## src/sv/kmq_pkg.sv

```systemverilog
// Package for the key matrix change event queue.
// Holds sizes, field widths, operation codes and the controller state type.
// No dependencies.
`default_nettype none

package kmq_pkg;

  // Matrix and queue sizes
  localparam int ROWS        = 9;
  localparam int QUEUE_DEPTH = 16;

  // Field widths
  localparam int ROW_W  = 4;
  localparam int BITS_W = 8;
  localparam int COL_W  = 3;
  localparam int KEY_W  = ROW_W + COL_W;

  // Derived storage widths
  localparam int ROW_AW = (ROWS > 1) ? $clog2(ROWS) : 1;
  localparam int SLOT_W = $clog2(QUEUE_DEPTH);
  localparam int EV_W   = KEY_W + 1;

  localparam logic [SLOT_W-1:0] LAST_SLOT = SLOT_W'(QUEUE_DEPTH - 1);
  localparam logic [ROW_W:0]    ROW_LIMIT = (ROW_W + 1)'(ROWS);
  localparam logic [COL_W-1:0]  LAST_COL  = COL_W'(BITS_W - 1);

  // Operation codes
  localparam logic OP_SCAN = 1'b0;
  localparam logic OP_READ = 1'b1;

  // Controller states
  typedef enum logic [1:0] {
    ST_IDLE,
    ST_SCAN,
    ST_POP
  } kmq_state_t;

endpackage

`default_nettype wire

```

## src/sv/key_matrix_change_event_queue_core.sv

```systemverilog
// Read path: an accepted read word enters the pop state, which loads the result into the
// output registers once any earlier result has been taken (held while out_ready is low).
// A scan word reads the previous row from memory at acceptance, then walks one column per
// cycle over 8 columns, each queueing at most one event into the event RAM.
// A new word is accepted only in the idle state, once the previous scan or read is done.
// Reset (rst, synchronous): queue empty, all previous rows read as zero, no result pending.
// Depends on kmq_pkg.
`default_nettype none

module key_matrix_change_event_queue_core (
  input  logic                        clk,
  input  logic                        rst,
  input  logic                        in_valid,
  output logic                        in_ready,
  input  logic                        operation,
  input  logic [kmq_pkg::ROW_W-1:0]   row_index,
  input  logic [kmq_pkg::BITS_W-1:0]  row_bits,
  output logic                        out_valid,
  input  logic                        out_ready,
  output logic [kmq_pkg::KEY_W-1:0]   event_key,
  output logic                        event_pressed,
  output logic                        queue_empty
);
  import kmq_pkg::*;

  kmq_state_t state, state_next;

  // Memories
  logic [BITS_W-1:0] prev_mem [ROWS];
  logic [EV_W-1:0]   ev_mem   [QUEUE_DEPTH];
  logic [ROWS-1:0]   row_vld;

  logic [BITS_W-1:0] prev_rd;
  logic              prev_vld_q;
  logic [EV_W-1:0]   ev_rd;

  // Word capture
  logic [ROW_W-1:0]  row_q;
  logic [BITS_W-1:0] bits_q;
  logic              empty_q;
  logic [COL_W-1:0]  bit_cnt;

  // Queue pointers
  logic [SLOT_W-1:0] read_slot;
  logic [SLOT_W-1:0] write_slot;
  logic [SLOT_W-1:0] write_slot_next;
  logic [SLOT_W-1:0] read_slot_next;

  // Control
  logic              accept;
  logic              row_ok;
  logic [ROW_AW-1:0] row_addr;
  logic [BITS_W-1:0] diff;
  logic              push_en;
  logic              load_out;
  logic [EV_W-1:0]   push_word;

  assign accept   = in_valid && in_ready;
  assign row_ok   = ({1'b0, row_index} < ROW_LIMIT);
  assign row_addr = row_index[ROW_AW-1:0];
  assign diff     = (prev_vld_q ? prev_rd : '0) ^ bits_q;

  assign write_slot_next = (write_slot == LAST_SLOT) ? '0 : write_slot + 1'b1;
  assign read_slot_next  = (read_slot == LAST_SLOT) ? '0 : read_slot + 1'b1;
  assign push_word       = {bits_q[bit_cnt], row_q, bit_cnt};

  // Next state
  always_comb begin
    state_next = state;
    case (state)
      ST_IDLE: begin
        if (accept) begin
          if (operation == OP_READ) begin
            state_next = ST_POP;
          end else if (row_ok) begin
            state_next = ST_SCAN;
          end
        end
      end
      ST_SCAN: begin
        if (bit_cnt == LAST_COL) begin
          state_next = ST_IDLE;
        end
      end
      ST_POP: begin
        if (!out_valid || out_ready) begin
          state_next = ST_IDLE;
        end
      end
      default: state_next = ST_IDLE;
    endcase
  end

  // Control outputs
  always_comb begin
    in_ready = 1'b0;
    push_en  = 1'b0;
    load_out = 1'b0;
    case (state)
      ST_IDLE: in_ready = 1'b1;
      ST_SCAN: push_en  = diff[bit_cnt] && (write_slot_next != read_slot);
      ST_POP:  load_out = !out_valid || out_ready;
      default: in_ready = 1'b0;
    endcase
  end

  // Previous-row memory: read-first, written with the new row at acceptance
  always_ff @(posedge clk) begin
    if (accept && operation == OP_SCAN && row_ok) begin
      prev_rd <= prev_mem[row_addr];
      prev_mem[row_addr] <= row_bits;
    end
  end

  // Event RAM
  always_ff @(posedge clk) begin
    if (push_en) begin
      ev_mem[write_slot] <= push_word;
    end
    if (accept && operation == OP_READ) begin
      ev_rd <= ev_mem[read_slot];
    end
  end

  // Word payload capture
  always_ff @(posedge clk) begin
    if (accept) begin
      row_q   <= row_index;
      bits_q  <= row_bits;
      empty_q <= (read_slot == write_slot);
    end
  end

  // Output payload
  always_ff @(posedge clk) begin
    if (load_out) begin
      event_key     <= empty_q ? '0 : ev_rd[KEY_W-1:0];
      event_pressed <= empty_q ? 1'b0 : ev_rd[EV_W-1];
      queue_empty   <= empty_q;
    end
  end

  // Control registers
  always_ff @(posedge clk) begin
    if (rst) begin
      state      <= ST_IDLE;
      row_vld    <= '0;
      prev_vld_q <= 1'b0;
      bit_cnt    <= '0;
      read_slot  <= '0;
      write_slot <= '0;
      out_valid  <= 1'b0;
    end else begin
      state <= state_next;
      if (accept && operation == OP_SCAN && row_ok) begin
        prev_vld_q        <= row_vld[row_addr];
        row_vld[row_addr] <= 1'b1;
      end
      if (state == ST_SCAN) begin
        bit_cnt <= bit_cnt + 1'b1;
      end
      if (push_en) begin
        write_slot <= write_slot_next;
      end
      if (load_out && !empty_q) begin
        read_slot <= read_slot_next;
      end
      if (load_out) begin
        out_valid <= 1'b1;
      end else if (out_ready) begin
        out_valid <= 1'b0;
      end
    end
  end

  // Checks
  a_busy_not_ready: assert property (@(posedge clk) disable iff (rst)
    (state != ST_IDLE) |-> !in_ready)
    else $error("in_ready high while a word is in progress");

  a_empty_zero: assert property (@(posedge clk) disable iff (rst)
    (out_valid && queue_empty) |-> (event_key == '0 && !event_pressed))
    else $error("empty result carries nonzero event fields");

  a_push_in_scan: assert property (@(posedge clk) disable iff (rst)
    push_en |-> (state == ST_SCAN && write_slot_next != read_slot))
    else $error("event pushed outside column walk or into a full queue");

  a_read_slot_scan: assert property (@(posedge clk) disable iff (rst)
    (state == ST_SCAN) |=> (read_slot == $past(read_slot)))
    else $error("read slot moved during column walk");

  a_cnt_idle: assert property (@(posedge clk) disable iff (rst)
    (state == ST_IDLE) |-> (bit_cnt == '0))
    else $error("column counter not at zero when idle");

endmodule

`default_nettype wire

```

## config.mk

```make
export PLATFORM = sky130hd
export DESIGN_NAME = key_matrix_change_event_queue_core
export DESIGN_NICKNAME = d
export VERILOG_FILES = /design/src/sv/kmq_pkg.sv /design/src/sv/key_matrix_change_event_queue_core.sv
export SDC_FILE = /design/constraint.sdc
export NUM_CORES = 1
export LEC_CHECK = 0
export BUFFER_PORTS_ARGS = -buffer_cell sky130_fd_sc_hd__buf_4
export CORE_MARGIN = 3
export CORE_UTILIZATION = 55
export CTS_CLUSTER_DIAMETER = 200
export DETAILED_ROUTE_END_ITERATION = 7
export GPL_TIMING_DRIVEN = 1
export PLACE_DENSITY = 0.72
export REMOVE_ABC_BUFFERS = 1
export SYNTH_ARGS = -nofsm -noshare
export SYNTH_HDL_FRONTEND = slang
export SYNTH_SLANG_ARGS = --single-unit
```

## constraint.sdc

```tcl
create_clock -name clk -period 6.09 [get_ports clk]
set_clock_uncertainty 0.15 [all_clocks]
set_input_delay 1.218 -clock clk [delete_from_list [all_inputs] [get_ports clk]]
set_output_delay 1.218 -clock clk [all_outputs]
set_load 0.02 [all_outputs]
```

==> results.py <==
metrics = {
    "clock_network": {
        "cts_tree": "built",
        "clock_latency_ns": 0.52,
        "htreeDepth": 1,
        "cts_buffers": 26,
        "cts_buffer_depth": 3,
        "clk_pin_slew_ns": 0.06,
        "clkSinkCount": 262,
        "cts-resized-gates": 0,
        "postCtsSetupBuffers": 0,
        "cts-hold-fix-buffers": 0,
        "cts_root_buf": "clkbuf_16",
    },
    "global_routing": {
        "grt.total_usage": 0.190,
        "grt_pass1_wl_microns": 30000,
        "antenna_found_initial": 0,
        "gr-total-overflow": 0,
        "grt_pass1_vias": 5256,
        "grt_max_degree": 39,
    },
    "critical_path": {
        "arrival_ns": 3.20,
        "crit_type": "flip-flop to flip-flop",
        "cpPeakStageDelay_ns": 0.85,
        "worstPathBufferInverterCount": 1,
        "path_cells": "inv_1 > a221o_1 > o211a_1 > nor3_4 > and3_1",
        "worstPathMaxFanout": 24,
        "end_kind": "flip-flop",
        "cp.required_ns": 6.09,
        "worst_setup_path_start_kind": "flip-flop",
        "critical-path-top-delay-family": "simple AND/OR/NAND/NOR gates",
        "slowest_stage": "dfxtp_1",
    },
    "die": {
        "num_rows": 49,
        "coreArea_sq_um": 18400,
        "chipHeight_microns": 144,
        "start_util": 0.571,
        "io_pins": 28,
        "die_area_sq_um": 20800,
        "die_w_microns": 144,
    },
    "sta": {
        "hold_slack_ns": 0.311,
        "relSlewSlack": 0.182,
        "tns_ns": 0,
        "worst-slew-pin-transition_ns": 1.22,
        "report.final.slew_viol_count": 0,
        "rsz0062_at_grt": "false",
        "finalSetupViolCount": 0,
        "fmax_mhz": 313,
        "timing.final.crit_share": 0.524,
        "fin_crit_ns": 3.19,
        "hold_viol": 0,
    },
    "yosys": {
        "avgSynthCellArea_sq_um": 18.0,
        "async_flop_share": 0,
        "ys_seq_area_frac": 0.726,
        "synth_top_area_share": 0.680,
        "netlist_area_sq_um": 10500,
        "synth_flop_cell": "edfxtp_1",
        "yosys.area.top_type": "edfxtp_1",
        "synth_edf_count": 238,
        "synth_cell_type_count": 49,
        "ys_seq_elements": 262,
        "ys_top_cells_by_area": "edfxtp_1, mux4_2, dfxtp_1",
        "ys.warnings.count": 0,
        "syn_inst": 585,
    },
    "cells_and_area": {
        "area_growth_pct": 11.7,
        "drive_gt1_frac": 0.198,
        "layout.nets": 638,
        "fin_area_sq_um": 11700,
        "postLayoutCoreUtil": 0.638,
        "antenna_cells": 0,
    },
    "placed_design": {
        "place_area_sq_um": 10900,
        "place.gp.congestion": 0.823,
        "hpwl_microns": 12200,
        "port_buffers": 27,
    },
    "routing": {
        "drc_errors": 0,
        "first_pass_iters": 5,
        "drtAntennaViolNets": 0,
        "via_count": 5163,
        "drt-total-wl_microns": 19200,
        "drt_iter0_drc": 368,
        "via_per_inst": 6.00,
        "wl_per_cell_microns": 22.3,
    },
    "power_and_ir_drop": {
        "ir_drop_uv": 280,
        "cellPowerDensity_nw_per_um2": 316,
        "leakage_nw": 3.84,
    },
    "worst_hold_path": {
        "min_path_type": "flip-flop to flip-flop",
    },
    "flow_run": {
        "maxCapViolCount": 0,
    },
    "outcome": {
        "outcome": "complete, no violations",
    },
}
-- per-stage QoR --
stage | total power (W) | cells | worst slack (ns)
2_1_floorplan | 0.00211 | 553 | 2.80
3_3_place_gp | 0.00217 | 814 | 2.55
3_5_place_dp | 0.00217 | 814 | 2.47
4_1_cts | 0.00374 | 861 | 2.87
5_1_grt | 0.00383 | 861 | 2.71
6_report | 0.00371 | 861 | 2.90
-- worst reg2reg max path, delay by kind of cell, from the launching register on --
| family | cells | cell delay, ns |
|---|---|---|
| AOI/OAI and AO/OA | 2 | 0.50 |
| buffers and inverters | 1 | 0.20 |
| DFF | 1 | 0.85 |
| and+or+nand+nor | 2 | 1.13 |
-- report_power, final --
group / internal, W / total (W) / leakage (nW) / switching, W
Combinational: 0.0000506 / 0.000129 / 1.06 / 0.0000782
Sequential: 0.00198 / 0.00200 / 2.36 / 0.0000191
Clock: 0.000960 / 0.00158 / 0.414 / 0.000619
Total: 0.00299 / 0.00371 / 3.84 / 0.000716
-- synthesized netlist by cell type, drive strengths merged, types with 5 or more instances --
| master | n |
|---|---|
| mux2i | 23 |
| inv | 6 |
| buf | 12 |
| ha | 8 |
| nor2b | 22 |
| clkbuf | 20 |
| and3 | 11 |
| o21ai | 13 |
| mux4 | 51 |
| nor3 | 8 |
| nand2 | 29 |
| nor2 | 37 |
| edfxtp | 238 |
| and4b | 8 |
| a21oi | 15 |
| a211oi | 11 |
| xnor2 | 5 |
| dfxtp | 24 |
-- layout by cell type, fill, tap and decap left out, drive strengths merged, types with 2 or more instances in the layout --
cell	count
and3	11
nor2b	22
dfxtp	24
nor4b	2
a22o	2
nand2	29
edfxtp	238
a31oi	3
o31ai	3
clkinv	6
clkbuf	38
nor3	8
ha	8
bufinv	3
nor2	37
nand2b	4
xor2	4
a211oi	11
inv	6
buf	32
o21ai	13
nand3	3
a221oi	3
a21oi	15
and2	3
mux2	3
xnor2	5
and4b	8
mux2i	23
mux4	51
nand4	2
-- kinds of logic after synthesis --
| group | synth area share |
|---|---|
| DFF | 0.726 |
| and+or+nand+nor | 0.0650 |
| muxes | 0.135 |
| AOI/OAI and AO/OA | 0.0405 |
| buffers and inverters | 0.0169 |
| xor gates and xnor gates | 0.00750 |
| adders and majority gates | 0.00953 |
-- metal layers --
layer | vias to the layer above | GRT usage | part of all wire
li1 | 2388 | - | -
met1 | 2585 | 0.253 | 0.41
met2 | 146 | 0.327 | 0.51
met3 | 44 | 0.0314 | 0.055
met4 | 0 | 0.0594 | 0.030
met5 | - | 0 | 0
-- flip-flops by register name, summed over array words and instances (netlist names), 4 cells and up --
| name | flops |
|---|---|
| prev_mem | 72 |
| row_q | 4 |
| ev_mem | 128 |
| write_slot | 4 |
| row_vld | 9 |
| read_slot | 4 |
| event_key | 7 |
| ev_rd | 8 |
| bits_q | 8 |
| prev_rd | 8 |
-- final cells by class --
type	instances	area (sq um)
flip-flops and latches	262	7630
fillers	1283	6660
multi-input cells	285	2700
clock buffers	38	737
well taps	229	287
repair buffers	32	240
clock inverters	9	115
inverters	6	22.5
-- path summary, 6_finish.rpt --
check	from	to	slack, ns	cells past startpoint
max	bit_cnt[2]	ev_mem[13][6]	2.90	5
min	row_vld[6]	row_vld[6]	0.31	2
max reg2reg	bit_cnt[2]	ev_mem[13][6]	2.90	5
min reg2reg	row_vld[6]	row_vld[6]	0.31	2
No activity file was read; power rests on OpenSTA's default activity.
